## src/rtl/pip_pkg.sv

```systemverilog
// ----------------------------------------------------------------------------
// pip_pkg
// Shared types and constants for the point-in-polygon ray-cast block.
// ----------------------------------------------------------------------------
package pip_pkg;

  localparam int MAX_VERTICES_DEF = 256;
  localparam int COORD_BITS_DEF   = 32;

  localparam logic [1:0] KIND_CLEAR  = 2'd0;
  localparam logic [1:0] KIND_APPEND = 2'd1;
  localparam logic [1:0] KIND_QUERY  = 2'd2;

  localparam logic [1:0] ST_OK   = 2'd0;
  localparam logic [1:0] ST_FEW  = 2'd1;
  localparam logic [1:0] ST_FULL = 2'd2;

  typedef struct packed {
    logic [1:0]         kind;
    logic signed [31:0] coord_x;
    logic signed [31:0] coord_y;
  } in_item_t;

  typedef struct packed {
    logic       inside_res;
    logic [1:0] status;
  } out_item_t;

  typedef enum logic [3:0] {
    S_IDLE,
    S_EXEC,
    S_FETCH,
    S_EDGE,
    S_CLOSE,
    S_M0,
    S_M1,
    S_M2,
    S_M3,
    S_M4,
    S_RESP
  } state_t;

  typedef enum logic [1:0] {
    ACC_HOLD,
    ACC_LOAD,
    ACC_SUB,
    ACC_ADD
  } acc_op_t;

  typedef struct packed {
    logic    mul_en;
    acc_op_t op;
  } mac_ctl_t;

endpackage

```

## src/rtl/pip_mac.sv

```systemverilog
// ----------------------------------------------------------------------------
// pip_mac
// Shared signed multiply-accumulate used for the edge orientation terms.
// ----------------------------------------------------------------------------
module pip_mac #(
  parameter int DW = 34
) (
  input  logic                 clk,
  input  pip_pkg::mac_ctl_t    ctl,
  input  logic signed [DW-1:0] op_a,
  input  logic signed [DW-1:0] op_b,
  output logic                 acc_zero,
  output logic                 acc_neg
);
  import pip_pkg::*;

  localparam int PW = 2 * DW;

  logic signed [PW-1:0] prod_r, prod_nxt;
  logic signed [PW:0]   acc_r, acc_nxt;
  logic signed [PW:0]   prod_ext;

  assign prod_nxt = op_a * op_b;
  assign prod_ext = {prod_r[PW-1], prod_r};

  always_comb begin
    case (ctl.op)
      ACC_LOAD: acc_nxt = prod_ext;
      ACC_SUB:  acc_nxt = acc_r - prod_ext;
      ACC_ADD:  acc_nxt = acc_r + prod_ext;
      default:  acc_nxt = acc_r;
    endcase
  end

  always_ff @(posedge clk) begin
    if (ctl.mul_en) begin
      prod_r <= prod_nxt;
    end
    acc_r <= acc_nxt;
  end

  assign acc_zero = (acc_r == '0);
  assign acc_neg  = acc_r[PW];

endmodule

```

## config.mk

```make
export PLATFORM = sky130hd
export DESIGN_NAME = pip_mac
export DESIGN_NICKNAME = d
export VERILOG_FILES = /design/src/rtl/pip_pkg.sv /design/src/rtl/pip_mac.sv
export SDC_FILE = /design/constraint.sdc
export NUM_CORES = 2
export LEC_CHECK = 0
export ABC_AREA = 1
export BUFFER_PORTS_ARGS = -buffer_cell sky130_fd_sc_hd__buf_2
export CELL_PAD_IN_SITES_DETAIL_PLACEMENT = 1
export CELL_PAD_IN_SITES_GLOBAL_PLACEMENT = 2
export CORE_MARGIN = 2
export CORE_UTILIZATION = 43
export CTS_CLUSTER_DIAMETER = 40
export CTS_CLUSTER_SIZE = 25
export DETAILED_ROUTE_END_ITERATION = 8
export PLACE_DENSITY_LB_ADDON = 0.1
export SLEW_MARGIN = 20
export SYNTH_ARGS = -nofsm -noshare
export SYNTH_HDL_FRONTEND = slang
export SYNTH_SLANG_ARGS = --single-unit
```

## constraint.sdc

```tcl
create_clock -name clk -period 23.8 [get_ports clk]
set_clock_uncertainty 0.1 [all_clocks]
set_input_delay 1.19 -clock clk [delete_from_list [all_inputs] [get_ports clk]]
set_output_delay 1.19 -clock clk [all_outputs]
set_load 0.1 [all_outputs]
```

After elaboration in Yosys (flattened, before gate mapping)
Index checks and enable logic that the tools add are counted.
{"block": "classes", "eq_ne": 3, "add_sub_neg": 2, "n_mul": 1, "n_mux": 1, "reduce_logical": 2}
{"op": "one-hot mux 69 bit (3 select lines)", "count": 1}
{"op": "adder 69 x 68 -> 69 bit", "count": 1}
{"op": "zero test 69 bit", "count": 1}
{"op": "subtractor 69 x 68 -> 69 bit", "count": 1}
{"op": "multiplier 34 x 34 -> 68 bit", "count": 1}
{"op": "equality test 2 bit (second input constant)", "count": 2}
{"op": "nonzero test 3 bit", "count": 1}
{"op": "equality test 2 x 1 -> 1 bit (second input constant)", "count": 1}
{"block": "word_totals", "regBits": 137, "inputBits": 72, "word_cells": 11, "out_inout_bits": 2}

Longest topological paths before layout
{"block": "logic_depth", "word_depth": 2, "mapped_depth": 33, "depth_no_buf": 31}

Worst setup path before layout
Ideal clock, no wire load.
{"block": "synth_timing", "kind": "input-to-reg", "from": "input op_a[33]", "to": "register prod_r[64] (data pin)", "cell_stages": 28, "setup_slack_ns": 15.250, "path_buffers": 2, "required_time_ns": 23.448, "setup_ns": 0.252, "t_arrival_ns": 8.198, "path_cell_list": "clkbuf_1 -> clkbuf_1 -> nand2_1 -> inv_1 -> fa_1 -> fa_1 -> fa_1 -> inv_1 -> fa_1 -> inv_1 -> fa_1 -> fa_1 -> fa_1 -> inv_1 -> fa_1 -> inv_1 -> ha_1 -> nand2_1 -> nor2_1 -> inv_1 -> nor2_1 -> inv_1 -> nor4_1 -> inv_1 -> nor3_1 -> nand2_1 -> nand3_1 -> nand2_1"}
{"block": "synth_via", "elab_chain_len": 1}
{"item": "start: declaration", "line": "pip_mac.sv:10", "text": "input logic signed [DW-1:0] op_a,"}
{"item": "multiplier 34 x 34 -> 68 bit", "line": "pip_mac.sv:23", "text": "assign prod_nxt = op_a * op_b;"}
{"item": "net prod_nxt[64]", "line": "pip_mac.sv:19", "text": "logic signed [PW-1:0] prod_r, prod_nxt;"}
{"item": "end signal: assignment", "line": "pip_mac.sv:37", "text": "prod_r <= prod_nxt;"}
{"item": "end: declaration", "line": "pip_mac.sv:19"}
The timed path passes the listed nets, and every way through them passes these cells.
A chain may end at the register's enable or synchronous reset.

Final worst setup path
{"block": "layout_timing", "from": "input op_b[1]", "to": "register prod_r[60] (data pin)"}
{"block": "layout_via", "elab_chain_len": 1}
{"item": "start: declaration", "line": "pip_mac.sv:11", "text": "input logic signed [DW-1:0] op_b,"}
{"item": "multiplier 34 x 34 -> 68 bit", "line": "pip_mac.sv:23"}
{"item": "net prod_nxt[60]", "line": "pip_mac.sv:19"}
The timed path passes the listed nets, and every way through them passes these cells.

==> impl_results.md <==
* Outcome: finished clean
* Final antenna-violating net count at 0
* Root buffer cell: clkbuf_16
* FF+latch count, synth at 137
* Chip height at 366 um
* Slew margin rel. at 0.251
* MaxCap Viol Count at 0
* Seq/Total Area, Yosys at 0.0730
* Vias at 46.7k
* Syn Area/Cell at 7.58 um^2
* Worst-path clk slew at 0.07 ns
* Synth Instances at 7,432
* CTS resizes at 0
* Fin Setup TNS at 0 ns
* Worst-skew pair later-pin latency at 0.49 ns
* Drt pass-1 iters at 5
* Die area at 134,000 um^2
* Slew Limit Fails at 0
* Crit share post-route at 0.392
* Postcts setup bufs at 0
* Crit path max fanout at 34
* Critical Path RT at 23.93 ns
* Area of the mapped netlist at 56,400 um^2
* Initial core utilization at 0.434
* # clock sinks at 137
* DRC at 0
* Avg Vias per Cell at 5.16
* Synth Warn # at 0
* Gr usage total at 0.308
* Crit path DAT at 9.46 ns
* Global-route wire length before repair at 316,000 um
* Area Growth Syn to Fin at 4.35%
* RSZ-0062 raised after global routing: false
* Wirelength per Cell at 22.1 um
* Num rows at 132
* DRT iter0 DRCs at 3,068
* Crit path kind: primary input to flop
* Port Buf Inserts at 73
* Core area at 130,000 um^2
* Hold Path Class: flop to flop
* Nets at 8,879
* H-tree levels at 4
* GRT Residual Overflow at 0
* Critical Path End Type: flop
* CTS tree: built
* Slew of the pin with the lowest slew margin at 1.12 ns
* Vias in the first global route at 53.1k
* Syn_nets at 9,019
* Pin count of the biggest net entering global routing at 65
* # setup viols final at 0
* # IOs at 74
* # hold bufs at CTS at 0
* Minimum clock period at 9.33 ns
* Chip Width at 366 um
* Share of post-route cells with drive strength above 1 at 0.0335
* GPL Wtd Cong at 0.959
* Initial antenna violation count at 2
* Cell variety after synth at 45
* Final wirelength at 200,000 um
* Final Hold Viols at 0
* Hpwl dp at 171,000 um
* Num CTS Buffers at 17
* Fmax at 0.107 GHz
* Max clock buf depth at 2
* # diodes at 0
* Startpoint class of the critical path: primary input
==> metal layers <==
metal  GRT usage  part of all wire
met4      0.0593             0.020
met1       0.415              0.44
met3      0.0239             0.042
met2       0.545              0.50
met5           0           0.00016
==> cells in the mapped netlist (all sizes together) <==
library cell | number | area [um^2]
a21boi | 7 | 60.1
a21o | 7 | 52.6
a21oi | 190 | 955
a31oi | 4 | 25.0
and2 | 4 | 25.0
and3 | 2 | 12.5
buf | 6 | 26.3
clkbuf | 286 | 1070
edfxtp | 137 | 4110
fa | 1242 | 24900
ha | 273 | 3420
inv | 2174 | 8160
nand2 | 1960 | 7380
nand3 | 193 | 996
nand3b | 25 | 200
nand4 | 51 | 319
nor2 | 399 | 1540
nor3 | 39 | 200
nor4 | 41 | 278
o211ai | 5 | 37.5
o21a | 6 | 45.0
o21ai | 180 | 938
o21bai | 26 | 199
o31ai | 4 | 30.0
or2 | 36 | 225
or3 | 1 | 6.26
xnor2 | 29 | 254
xor2 | 105 | 920
==> area by class of cell <==
type / count / area, um^2
Timing Repair Buffer: 133 / 816
Sequential cell: 137 / 4110
Fill cell: 16200 / 71000
Inverter: 2174 / 8160
Clock buffer: 18 / 429
Tap cell: 1742 / 2180
Clock inverter: 14 / 124
Multi-Input combinational cell: 4829 / 43000
==> placed cells by master (no fill, tap or decap), types with 29 or more instances in the layout <==
cell and instances:
a21oi_1 189, buf_2 73, buf_4 60, edfxtp_1 137, fa_1 1242, ha_1 273, inv_1 2168, nand2_1 1948
nand3_1 187, nand4_1 51, nor2_1 387, nor3_1 38, nor4_1 39, o21ai_0 158, or2_2 31, xnor2_1 29
xor2_1 105
==> logic make-up after synthesis <==
| kind of cell | share of synthesized area |
|---|---|
| DFF | 0.0730 |
| and+or+nand+nor | 0.199 |
| AOI/OAI and AO/OA | 0.0416 |
| xor gates and xnor gates | 0.0208 |
| buffers and inverters | 0.164 |
| adders and majority gates | 0.502 |
==> registers in the layout, summed over array words and instances, names as in the netlist <==
register,cells
acc_r,69
prod_r,68
==> metrics by stage <==
step | hold slack (ns) | cell area (um^2) | instances | setup slack [ns] | utilization
final | 0.505 | 58800 | 9047 | 14.47 | 0.453
after CTS | 0.501 | 58800 | 9047 | 14.38 | 0.453
after floorplan | 0.420 | 56400 | 7432 | 15.25 | -
after global placement | 0.492 | 58300 | 9015 | 13.93 | 0.449
after detailed placement | 0.491 | 58300 | 9015 | 13.90 | 0.449
after global routing | 0.555 | 58800 | 9047 | 13.91 | 0.453
==> critical path: stages <==
cell,delay [ns]
buf_2,0.08
buf_4,0.44
nand2_1,0.18
inv_1,0.16
fa_1,0.49
fa_1,0.56
fa_1,1.06
inv_1,0.16
fa_1,0.81
inv_1,0.38
fa_1,0.56
fa_1,0.53
fa_1,0.51
inv_1,0.05
fa_1,0.48
inv_1,0.04
ha_1,0.42
nand2_1,0.11
nor2_1,0.11
inv_1,0.08
nor2_1,0.15
inv_1,0.13
nor3_1,0.37
nand3_1,0.16
nand3_1,0.11
nand2_1,0.07
==> final timing paths <==
path	startpoint	to	slack (ns)	cells past startpoint
worst max register to register	prod_r[0]$_DFFE_PP_	acc_r[52]$_DFFE_PP_	18.33	22
worst min-delay path	prod_r[12]$_DFFE_PP_	acc_r[12]$_DFFE_PP_	0.50	2
worst max-delay path	op_b[1]	prod_r[60]$_DFFE_PP_	14.47	26
worst min register to register	prod_r[12]$_DFFE_PP_	acc_r[12]$_DFFE_PP_	0.50	2
Power is left out: the tool's default activity adds up to more than one toggle a clock period on the data nets, which glitch-free logic cannot reach.
