### src/rtl/pip_pkg.sv
// ----------------------------------------------------------------------------
// pip_pkg
// Shared types and constants for the point-in-polygon ray-cast block.
// ----------------------------------------------------------------------------
package pip_pkg;

  localparam int MAX_VERTICES_DEF = 256;
  localparam int COORD_BITS_DEF   = 32;

  localparam logic [1:0] KIND_CLEAR  = 2'd0;
  localparam logic [1:0] KIND_APPEND = 2'd1;
  localparam logic [1:0] KIND_QUERY  = 2'd2;

  localparam logic [1:0] ST_OK   = 2'd0;
  localparam logic [1:0] ST_FEW  = 2'd1;
  localparam logic [1:0] ST_FULL = 2'd2;

  typedef struct packed {
    logic [1:0]         kind;
    logic signed [31:0] coord_x;
    logic signed [31:0] coord_y;
  } in_item_t;

  typedef struct packed {
    logic       inside_res;
    logic [1:0] status;
  } out_item_t;

  typedef enum logic [3:0] {
    S_IDLE,
    S_EXEC,
    S_FETCH,
    S_EDGE,
    S_CLOSE,
    S_M0,
    S_M1,
    S_M2,
    S_M3,
    S_M4,
    S_RESP
  } state_t;

  typedef enum logic [1:0] {
    ACC_HOLD,
    ACC_LOAD,
    ACC_SUB,
    ACC_ADD
  } acc_op_t;

  typedef struct packed {
    logic    mul_en;
    acc_op_t op;
  } mac_ctl_t;

endpackage

### src/rtl/pip_ctrl.sv
// ----------------------------------------------------------------------------
// pip_ctrl
// Sequencer: vertex bookkeeping, edge walk and orientation steps per query.
// ----------------------------------------------------------------------------
module pip_ctrl #(
  parameter int MAX_VERTICES = 256,
  parameter int COORD_BITS   = 32,
  localparam int CW = $clog2(MAX_VERTICES + 1),
  localparam int AW = $clog2(MAX_VERTICES),
  localparam int VW = 2 * COORD_BITS,
  localparam int DW = COORD_BITS + 2
) (
  input  logic                 clk,
  input  logic                 rst_n,
  input  logic                 item_valid,
  input  pip_pkg::in_item_t    item,
  output logic                 busy,
  output logic                 res_valid,
  output pip_pkg::out_item_t   res,
  input  logic                 res_ready,
  output logic                 wr_en,
  output logic [AW-1:0]        wr_addr,
  output logic [VW-1:0]        wr_data,
  output logic [AW-1:0]        rd_addr,
  input  logic [VW-1:0]        rd_data,
  output pip_pkg::mac_ctl_t    mac_ctl,
  output logic signed [DW-1:0] mac_a,
  output logic signed [DW-1:0] mac_b,
  input  logic                 acc_zero,
  input  logic                 acc_neg
);
  import pip_pkg::*;

  localparam int CB = COORD_BITS;

  state_t                state_r, state_nxt;
  logic [1:0]            kind_r, kind_nxt;
  logic [CB-1:0]         px_r, px_nxt, py_r, py_nxt;
  logic [CW-1:0]         count_r, count_nxt, idx_r, idx_nxt;
  logic [CB-1:0]         max_r, max_nxt;
  logic [CB:0]           rx_r, rx_nxt;
  logic [VW-1:0]         first_r, first_nxt, prev_r, prev_nxt;
  logic [VW-1:0]         ea_r, ea_nxt, eb_r, eb_nxt;
  logic                  last_r, last_nxt, parity_r, parity_nxt;
  logic                  o3z_r, o3z_nxt, o3n_r, o3n_nxt;
  out_item_t             res_r, res_nxt;

  logic [CB:0]           px_ext, mag_full;
  logic [CB-1:0]         mag_px;
  logic [VW-1:0]         tst_a, tst_b;
  logic                  a_lt, a_eq, b_lt, b_eq, rx_ne, ray_hit, hit;
  logic signed [DW-1:0]  ax, ay, bx, by, pxe, pye, rxe;

  assign px_ext   = {px_r[CB-1], px_r};
  assign mag_full = px_r[CB-1] ? (~px_ext + 1'b1) : px_ext;
  assign mag_px   = mag_full[CB-1:0];

  // ray-side test: edge end points on different sides of the ray line
  assign tst_a   = prev_r;
  assign tst_b   = (state_r == S_CLOSE) ? first_r : rd_data;
  assign a_lt    = $signed(tst_a[VW-1:CB]) < $signed(py_r);
  assign a_eq    = tst_a[VW-1:CB] == py_r;
  assign b_lt    = $signed(tst_b[VW-1:CB]) < $signed(py_r);
  assign b_eq    = tst_b[VW-1:CB] == py_r;
  assign rx_ne   = rx_r != px_ext;
  assign ray_hit = rx_ne && ((a_lt != b_lt) || (a_eq != b_eq));

  assign ax  = {{2{ea_r[CB-1]}}, ea_r[CB-1:0]};
  assign ay  = {{2{ea_r[VW-1]}}, ea_r[VW-1:CB]};
  assign bx  = {{2{eb_r[CB-1]}}, eb_r[CB-1:0]};
  assign by  = {{2{eb_r[VW-1]}}, eb_r[VW-1:CB]};
  assign pxe = {{2{px_r[CB-1]}}, px_r};
  assign pye = {{2{py_r[CB-1]}}, py_r};
  assign rxe = {1'b0, rx_r};

  assign hit = (acc_zero != o3z_r) || (acc_neg != o3n_r);

  assign busy      = (state_r != S_IDLE);
  assign res       = res_r;
  assign rd_addr   = idx_r[AW-1:0];

  always_comb begin
    state_nxt  = state_r;
    kind_nxt   = kind_r;
    px_nxt     = px_r;
    py_nxt     = py_r;
    count_nxt  = count_r;
    idx_nxt    = idx_r;
    max_nxt    = max_r;
    rx_nxt     = rx_r;
    first_nxt  = first_r;
    prev_nxt   = prev_r;
    ea_nxt     = ea_r;
    eb_nxt     = eb_r;
    last_nxt   = last_r;
    parity_nxt = parity_r;
    o3z_nxt    = o3z_r;
    o3n_nxt    = o3n_r;
    res_nxt    = res_r;
    res_valid  = 1'b0;
    wr_en      = 1'b0;
    wr_addr    = count_r[AW-1:0];
    wr_data    = {py_r, px_r};
    mac_ctl    = '{mul_en: 1'b0, op: ACC_HOLD};
    mac_a      = '0;
    mac_b      = '0;

    case (state_r)
      S_IDLE: begin
        if (item_valid) begin
          kind_nxt  = item.kind;
          px_nxt    = item.coord_x[CB-1:0];
          py_nxt    = item.coord_y[CB-1:0];
          state_nxt = S_EXEC;
        end
      end
      S_EXEC: begin
        case (kind_r)
          KIND_CLEAR: begin
            count_nxt = '0;
            max_nxt   = '0;
            state_nxt = S_IDLE;
          end
          KIND_APPEND: begin
            res_nxt.inside_res = 1'b0;
            if (count_r == CW'(MAX_VERTICES)) begin
              res_nxt.status = ST_FULL;
            end else begin
              wr_en          = 1'b1;
              count_nxt      = count_r + 1'b1;
              res_nxt.status = ST_OK;
              if (mag_px > max_r) begin
                max_nxt = mag_px;
              end
            end
            state_nxt = S_RESP;
          end
          KIND_QUERY: begin
            if (count_r < CW'(3)) begin
              res_nxt.inside_res = 1'b0;
              res_nxt.status     = ST_FEW;
              state_nxt          = S_RESP;
            end else begin
              idx_nxt    = '0;
              parity_nxt = 1'b0;
              last_nxt   = 1'b0;
              rx_nxt     = {1'b0, max_r} + 1'b1;
              state_nxt  = S_FETCH;
            end
          end
          default: begin
            state_nxt = S_IDLE;
          end
        endcase
      end
      S_FETCH: begin
        state_nxt = S_EDGE;
      end
      S_EDGE: begin
        prev_nxt = rd_data;
        idx_nxt  = idx_r + 1'b1;
        if (idx_r == '0) begin
          first_nxt = rd_data;
          state_nxt = S_FETCH;
        end else if (ray_hit) begin
          ea_nxt    = prev_r;
          eb_nxt    = rd_data;
          state_nxt = S_M0;
        end else if (idx_r + 1'b1 == count_r) begin
          state_nxt = S_CLOSE;
        end else begin
          state_nxt = S_FETCH;
        end
      end
      S_CLOSE: begin
        last_nxt = 1'b1;
        if (ray_hit) begin
          ea_nxt    = prev_r;
          eb_nxt    = first_r;
          state_nxt = S_M0;
        end else begin
          res_nxt.inside_res = parity_r;
          res_nxt.status     = ST_OK;
          state_nxt          = S_RESP;
        end
      end
      // o3 = (py-ay)(bx-px) - (px-ax)(by-py); o4 = o3 + (rx-px)(ay-by)
      S_M0: begin
        mac_ctl   = '{mul_en: 1'b1, op: ACC_HOLD};
        mac_a     = pye - ay;
        mac_b     = bx - pxe;
        state_nxt = S_M1;
      end
      S_M1: begin
        mac_ctl   = '{mul_en: 1'b1, op: ACC_LOAD};
        mac_a     = pxe - ax;
        mac_b     = by - pye;
        state_nxt = S_M2;
      end
      S_M2: begin
        mac_ctl   = '{mul_en: 1'b1, op: ACC_SUB};
        mac_a     = rxe - pxe;
        mac_b     = ay - by;
        state_nxt = S_M3;
      end
      S_M3: begin
        mac_ctl   = '{mul_en: 1'b0, op: ACC_ADD};
        o3z_nxt   = acc_zero;
        o3n_nxt   = acc_neg;
        state_nxt = S_M4;
      end
      S_M4: begin
        parity_nxt = parity_r ^ hit;
        if (last_r) begin
          res_nxt.inside_res = parity_r ^ hit;
          res_nxt.status     = ST_OK;
          state_nxt          = S_RESP;
        end else if (idx_r == count_r) begin
          state_nxt = S_CLOSE;
        end else begin
          state_nxt = S_FETCH;
        end
      end
      S_RESP: begin
        res_valid = 1'b1;
        if (res_ready) begin
          state_nxt = S_IDLE;
        end
      end
      default: begin
        state_nxt = S_IDLE;
      end
    endcase
  end

  always_ff @(posedge clk) begin
    if (!rst_n) begin
      state_r <= S_IDLE;
      count_r <= '0;
      max_r   <= '0;
    end else begin
      state_r <= state_nxt;
      count_r <= count_nxt;
      max_r   <= max_nxt;
    end
  end

  always_ff @(posedge clk) begin
    kind_r   <= kind_nxt;
    px_r     <= px_nxt;
    py_r     <= py_nxt;
    idx_r    <= idx_nxt;
    rx_r     <= rx_nxt;
    first_r  <= first_nxt;
    prev_r   <= prev_nxt;
    ea_r     <= ea_nxt;
    eb_r     <= eb_nxt;
    last_r   <= last_nxt;
    parity_r <= parity_nxt;
    o3z_r    <= o3z_nxt;
    o3n_r    <= o3n_nxt;
    res_r    <= res_nxt;
  end

endmodule

### config.mk
export PLATFORM = sky130hd
export DESIGN_NAME = pip_ctrl
export DESIGN_NICKNAME = d
export VERILOG_FILES = /design/src/rtl/pip_pkg.sv /design/src/rtl/pip_ctrl.sv
export SDC_FILE = /design/constraint.sdc
export NUM_CORES = 1
export LEC_CHECK = 0
export ABC_AREA = 1
export BUFFER_PORTS_ARGS = -buffer_cell sky130_fd_sc_hd__buf_2
export CAP_MARGIN = 20
export CELL_PAD_IN_SITES_DETAIL_PLACEMENT = 1
export CELL_PAD_IN_SITES_GLOBAL_PLACEMENT = 1
export CORE_MARGIN = 1
export CORE_UTILIZATION = 49
export CTS_CLUSTER_DIAMETER = 40
export CTS_CLUSTER_SIZE = 16
export DETAILED_ROUTE_END_ITERATION = 8
export PLACE_DENSITY_LB_ADDON = 0.1
export SYNTH_ARGS = -nofsm -noshare
export SYNTH_HDL_FRONTEND = slang
export SYNTH_SLANG_ARGS = --single-unit
### constraint.sdc
create_clock -name clk -period 20.4 [get_ports clk]
set_input_delay 2.04 -clock clk [delete_from_list [all_inputs] [get_ports clk]]
set_output_delay 2.04 -clock clk [all_outputs]
set_load 0.02 [all_outputs]
# Word level (Yosys, flattened, before mapping)
# Cells that the tools add are included.
# Widths: inputs -> output; s select.
[op_classes]
addsub = 10
n_lt_le_gt_ge = 4
n_eq_ne = 35
mux = 45
n_bitwise = 3
reduce_logical = 25
[op_table]
columns = ["operator", "count"]
rows = [
  ["$mux 64", 6],
  ["$pmux 64 s2", 2],
  ["$pmux 34 s3", 2],
  ["$sub 32x32->33", 5],
  ["$mux 32", 3],
  ["$eq 32x32->1", 2],
  ["$lt 32x32->1", 2],
  ["$pmux 32 s2", 1],
  ["$pmux 4 s11", 1],
  ["$pmux 9 s2", 2],
  ["$sub 34x32->34", 1],
  ["$add 32x1->33 const B", 1],
  ["$ne 33x33->1", 1],
  ["$add 32x1->32 const B", 1],
  ["$gt 32x32->1", 1],
  ["$not 32->32", 1],
  ["$mux 9", 3],
  ["$ne 2x2->1 const B", 11],
  ["$mux 3", 7],
  ["$mux 4", 5],
  ["$add 9x1->9 const B", 2],
  ["$eq 9x9->1", 2],
  ["$eq 4x3->1 const B", 4],
  ["$reduce_and 3->1", 5],
  ["other kinds (30)", 51],
]
[word_totals]
reg_bits = 416
input_bits = 136
output_inout_bits = 157
elab_cells = 140

# Logic depth before layout (Yosys ltp)
[depth]
ltp_word = 9
ltp_mapped = 29

# Least setup slack after synthesis
# OpenSTA, ideal clock, no wires.
[synth_path]
path_type = "reg2reg"
startpoint = "reg state_r[3]"
endpoint = "reg ea_r[0] (enable)"
setup_time_ps = 994
t_arrival_ps = 10091
slack_ps = 9316
path_stages_with_launch = 7
synth_period_minus_slack_ps = 11084
path_cell_list = "dfxtp_1 nor2_2 inv_2 nor2_1 inv_1 nor2_1 a211oi_1"
[synth_via]
elab_chain_len = 3
elab_cells_between_ends = 5
classes_between = "3 x eq/ne; 2 x reduce/logical"
[synth_rtl]
columns = ["item", "line", "source"]
rows = [
  ["from (decl)", "pip_ctrl.sv:36", "state_t state_r, state_nxt;"],
  ["from (signal assigned)", "pip_ctrl.sv:242", "state_r <= state_nxt;"],
  ["$eq 4x2->1 or $eq 4x3->1 (tied branches)", "pip_ctrl.sv:108, pip_ctrl.sv:60", ""],
  ["$ne 2x2->1 (no line) or $reduce_bool 2->1 (tied branches)", "-", ""],
  ["$reduce_and 2->1 (no line) (*)", "-", ""],
  ["to (signal assigned)", "pip_ctrl.sv:256", "ea_r <= ea_nxt;"],
  ["to (decl)", "pip_ctrl.sv:43", "logic [VW-1:0] ea_r, ea_nxt, eb_r, eb_nxt;"],
]
# Mark *: on every way between the ends. The rest lies on a longest branch, timed or not.
# A chain may end at the register's enable or synchronous reset.

# Final worst setup path
[layout_path]
startpoint = "reg py_r[0]"
endpoint = "out mac_b[12]"
[layout_via]
elab_chain_len = 2
[layout_rtl]
columns = ["item", "line", "source"]
rows = [
  ["from (decl)", "pip_ctrl.sv:38", "logic [CB-1:0] px_r, px_nxt, py_r, py_nxt;"],
  ["from (signal assigned)", "pip_ctrl.sv:251", "py_r <= py_nxt;"],
  ["$sub 32x32->33", "pip_ctrl.sv:197", "mac_b = by - pye;"],
  ["$pmux 34 s3", "pip_ctrl.sv:108", "case (state_r)"],
  ["to (decl)", "pip_ctrl.sv:28", "output logic signed [DW-1:0] mac_b,"],
]
# Every way passes these cells.

==> report_table.html <==
<table>
<tr><th>Metric</th><th>Value</th></tr>
<tr><th colspan="2">Status</th></tr>
<tr><td>Run status</td><td>finished clean</td></tr>
<tr><th colspan="2">Clock network</th></tr>
<tr><td>Clk Tree Root Cell</td><td>clkbuf_16</td></tr>
<tr><td>CTS Buf Count</td><td>79</td></tr>
<tr><td>CTS tree</td><td>yes</td></tr>
<tr><td>Resized Gates After CTS</td><td>0</td></tr>
<tr><td>Worst-Skew Late Latency</td><td>0.64 ns</td></tr>
<tr><td># Post-CTS Setup Buffers</td><td>0</td></tr>
<tr><td>Maximum buffer depth of the clock tree</td><td>3</td></tr>
<tr><td>Clock slew at reported path FFs</td><td>0.05 ns</td></tr>
<tr><td>Clk sinks</td><td>416</td></tr>
<tr><td>H-tree levels</td><td>3</td></tr>
<tr><td>Hold Buf Count CTS</td><td>0</td></tr>
<tr><th colspan="2">Synth</th></tr>
<tr><td>Async set-or-reset flop fraction in the synthesized netlist</td><td>0</td></tr>
<tr><td>Post-synthesis cell count</td><td>3757</td></tr>
<tr><td>Distinct cell type count after synthesis</td><td>62</td></tr>
<tr><td>Average cell area after synthesis</td><td>8.08 sq um</td></tr>
<tr><td>Dominant cells by area after synthesis</td><td>edfxtp_1, ha_1, nand2_1, a21oi_1, inv_1</td></tr>
<tr><td>Synthesized flop and latch total</td><td>416</td></tr>
<tr><td>Syn Std Cell Area</td><td>30300 sq um</td></tr>
<tr><td>Share of the synthesized area in the top cell type</td><td>0.367</td></tr>
<tr><td>Dominant register cell in the synthesized netlist</td><td>edfxtp_1</td></tr>
<tr><td>Total number of yosys warnings</td><td>0</td></tr>
<tr><td>Number of flops mapped to enable cells by yosys</td><td>371</td></tr>
<tr><td>Mapped Nets</td><td>4197</td></tr>
<tr><td>Proportion of synthesized chip area in sequential cells</td><td>0.397</td></tr>
<tr><td>Library cell occupying the most area in the post-synthesis netlist</td><td>edfxtp_1</td></tr>
<tr><th colspan="2">Floorplanning</th></tr>
<tr><td>Die width</td><td>251 um</td></tr>
<tr><td>Standard-cell row count</td><td>90</td></tr>
<tr><td>Top-Level Pins</td><td>293</td></tr>
<tr><td>Die area</td><td>62900 sq um</td></tr>
<tr><td>Effective utilization at floorplan</td><td>0.499</td></tr>
<tr><td>Y dimension of the die</td><td>251 um</td></tr>
<tr><td>Core outline area</td><td>60800 sq um</td></tr>
<tr><th colspan="2">Detailed routing</th></tr>
<tr><td>Wirelength, routed</td><td>115 mm</td></tr>
<tr><td>Remaining number of nets flagged by the antenna check after routing</td><td>0</td></tr>
<tr><td>Total via count in the routed design</td><td>29.2k</td></tr>
<tr><td>Detailed Routing Iterations Pass 1</td><td>5</td></tr>
<tr><td>Drt wl/cell</td><td>23.4 um</td></tr>
<tr><td>Sum of met2 wire segment lengths after detailed routing</td><td>52.3 mm</td></tr>
<tr><td>Highest routing layer actually used</td><td>met4</td></tr>
<tr><td>Routed length on met3</td><td>8.23 mm</td></tr>
<tr><td>DRC viols</td><td>0</td></tr>
<tr><td>Detailed-route vias per instance</td><td>5.91</td></tr>
<tr><td>Violation count after the first detailed-routing iteration</td><td>2475</td></tr>
<tr><td>Metal-1 WL</td><td>50.8 mm</td></tr>
<tr><th colspan="2">Timing</th></tr>
<tr><td>Final hold violations</td><td>0</td></tr>
<tr><td>Worst slew pin tran</td><td>1.08 ns</td></tr>
<tr><td>Max-slew headroom at the worst pin</td><td>0.277</td></tr>
<tr><td>Final slew viol count</td><td>0</td></tr>
<tr><td>Min Clock Period, post-route</td><td>6.28 ns</td></tr>
<tr><td>Share of the cycle needed by the critical path after routing</td><td>0.308</td></tr>
<tr><td>Setup repair after global routing missed its margin</td><td>no</td></tr>
<tr><td>Setup violators final</td><td>0</td></tr>
<tr><td>Worst Clk Skew</td><td>0.0269 ns</td></tr>
<tr><td>Setup TNS Final</td><td>0 ns</td></tr>
<tr><td>Max Freq</td><td>0.159 GHz</td></tr>
<tr><th colspan="2">Layout</th></tr>
<tr><td>Total number of nets in the final design</td><td>4523</td></tr>
<tr><td>Filler cell count</td><td>7462</td></tr>
<tr><td>Final Util</td><td>0.582</td></tr>
<tr><td>Non-filler cells in the finished layout</td><td>4932</td></tr>
<tr><td>Final cell area excluding filler cells</td><td>35400 sq um</td></tr>
<tr><td>Share of final-layout standard cells stronger than drive strength 1</td><td>0.141</td></tr>
<tr><td>Area growth from synthesis to layout</td><td>16.7%</td></tr>
<tr><th colspan="2">Power</th></tr>
<tr><td>Internal</td><td>2.35 mW</td></tr>
<tr><td>Leakage power</td><td>16.0 nW</td></tr>
<tr><td>Share of total power in combinational logic</td><td>0.386</td></tr>
<tr><td>Power density over cell area</td><td>115 nW/um^2</td></tr>
<tr><td>Worst ir drop on vdd</td><td>107 uV</td></tr>
<tr><td>Reported net switching power</td><td>1.71 mW</td></tr>
<tr><td>Relative contribution of sequential cells to total power</td><td>0.281</td></tr>
<tr><td>Portion of total power attributed to the clock network</td><td>0.333</td></tr>
<tr><td>Share of total power consumed by net switching</td><td>0.422</td></tr>
<tr><th colspan="2">Worst setup path</th></tr>
<tr><td>Worst Path Class, Setup</td><td>reg -&gt; out</td></tr>
<tr><td>Biggest fanout along the worst timing path</td><td>5</td></tr>
<tr><td>Data required, critical path</td><td>18.36 ns</td></tr>
<tr><td>Register-to-register path setup slack</td><td>14.72 ns</td></tr>
<tr><td>CP endpoint kind</td><td>primary output</td></tr>
<tr><td>Worst path arrival time</td><td>4.24 ns</td></tr>
<tr><td>Launching element type of the critical path</td><td>flip-flop</td></tr>
<tr><th colspan="2">Global route</th></tr>
<tr><td>First-pass GRT wire length</td><td>173 mm</td></tr>
<tr><td>Overall overflow remaining after global route</td><td>0</td></tr>
<tr><td>Via count of the first global-routing pass</td><td>29.4k</td></tr>
<tr><td>Antenna violations before repair</td><td>3</td></tr>
<tr><td>Overall global routing resource usage</td><td>0.362</td></tr>
<tr><td>Maximum number of pins on one net before global-route repair</td><td>66</td></tr>
<tr><th colspan="2">Flow run</th></tr>
<tr><td>Max Cap Viol</td><td>0</td></tr>
<tr><th colspan="2">Placement</th></tr>
<tr><td>Final HPWL DP</td><td>90.4 mm</td></tr>
<tr><td>Number of instances in the placed design</td><td>4783</td></tr>
<tr><td>Cell area after placement</td><td>32700 sq um</td></tr>
<tr><td>Number of input and output port buffers inserted</td><td>292</td></tr>
<tr><td>Placer congestion estimate</td><td>0.973</td></tr>
<tr><th colspan="2">Hold path</th></tr>
<tr><td>Hold/Removal Path Class</td><td>reg -&gt; reg</td></tr>
</table>
## per-layer routing
| layer | vias to the layer above | track usage |
|---|---|---|
| met1 | 14200 | 0.499 |
| li1 | 13600 | - |
| met2 | 1106 | 0.579 |
| met3 | 224 | 0.0526 |
| met4 | 0 | 0.128 |
| met5 | - | 0 |
## worst max-delay path, cell delays in order (launching register included)
cell	delay (ns)
edfxtp_1	0.49
ha_1	0.25
inv_1	0.09
fa_1	0.21
nand2_1	0.08
nand2_1	0.07
o21ai_0	0.12
o21ai_1	0.50
inv_1	0.18
o21ai_0	0.53
a21boi_0	0.27
o21ai_0	0.26
o221ai_1	0.28
buf_2	0.26
## cell usage after synthesis (4+ instances only)
library cell  count
a211oi_1          8
a21boi_0          9
a21o_1           32
a21oi_1         431
a221oi_1          6
a31oi_1          11
buf_1             6
buf_4            20
clkbuf_1         38
dfxtp_1          45
edfxtp_1        371
fa_1              6
ha_1            298
inv_1           482
inv_2            14
nand2_1         823
nand2_2           7
nand3_1         212
nand3_2          12
nand3b_1          5
nand4_1          45
nor2_1          283
nor2_2            5
nor2_4            4
nor3_1           43
nor3_2            8
nor4_1           23
o2111ai_1         7
o211ai_1         22
o21a_1           33
o21ai_0         210
o21ai_1          15
o21bai_1         18
o221ai_1         16
o22ai_1           4
o311ai_0          4
o31ai_1           5
or2_2            53
xnor2_1           6
xor2_1           80
## power groups by stage
stage                     combinational, mW  sequential [mW]  clock [mW]
after CTS                              1.53             1.14        1.36
after floorplan                       0.974             1.16           0
final                                  1.56             1.14        1.35
after detailed placement               1.49             1.16           0
after global routing                   1.71             1.15        1.39
after global placement                 1.44             1.16           0
## final cells by class
class / count / area, sq um / share of cell area
clock inverter: 63 / 741 / 0.0209
clock buffer: 84 / 2000 / 0.0564
antenna: 1 / 2.50 / 0.0000707
inverter: 497 / 1870 / 0.0527
timing repair buffer: 313 / 1630 / 0.0461
sequential: 416 / 12000 / 0.340
tap: 782 / 978 / 0.0276
multi-input combinational: 2776 / 16200 / 0.456
## cell families after synthesis
logic type / after synthesis / synth area share
AOI/OAI and AO/OA: 840 / 0.155
xor gates and xnor gates: 87 / 0.0254
adders and majority gates: 304 / 0.127
buffers and inverters: 565 / 0.0730
DFF: 416 / 0.397
and+or+nand+nor: 1545 / 0.223
## final timing paths
check,startpoint,to,depth (start not counted)
setup / recovery,py_r[0],mac_b[12],13
hold / removal,prev_r[21],ea_r[21],0
setup reg to reg,state_r[3],eb_r[45],22
hold reg to reg,prev_r[21],ea_r[21],0
## metrics by stage
stage,hold WS (ns),total power [mW],worst slack (ns)
detailed placement,0.406,2.65,14.46
finish,0.416,4.06,14.12
global placement,0.401,2.59,14.67
CTS,0.417,4.03,14.19
floorplan,0.400,2.14,9.32
global route,0.417,4.25,13.94
## flip-flops by register name (all words and copies together) (netlist names)
signal and flops:
count_r 9, ea_r 64, eb_r 64, first_r 64, idx_r 9, kind_r 2
last_r 1, max_r 32, o3n_r 1, o3z_r 1, parity_r 1, prev_r 64
px_r 32, py_r 32, res 3, rx_r 33, state_r 4
## placed cells by master (no fill, tap or decap), types with 22 or more instances in the layout
master,count
clkbuf_16,79
inv_1,481
or2_2,53
edfxtp_1,371
xor2_1,80
o21a_1,33
o21ai_0,210
a21oi_1,431
nand3_1,212
nand2_1,823
a21o_1,32
buf_2,292
nor2_1,276
dfxtp_1,45
nor4_1,23
ha_1,298
nand4_1,45
o211ai_1,22
nor3_1,42
Power figures use the tool's default switching activity.
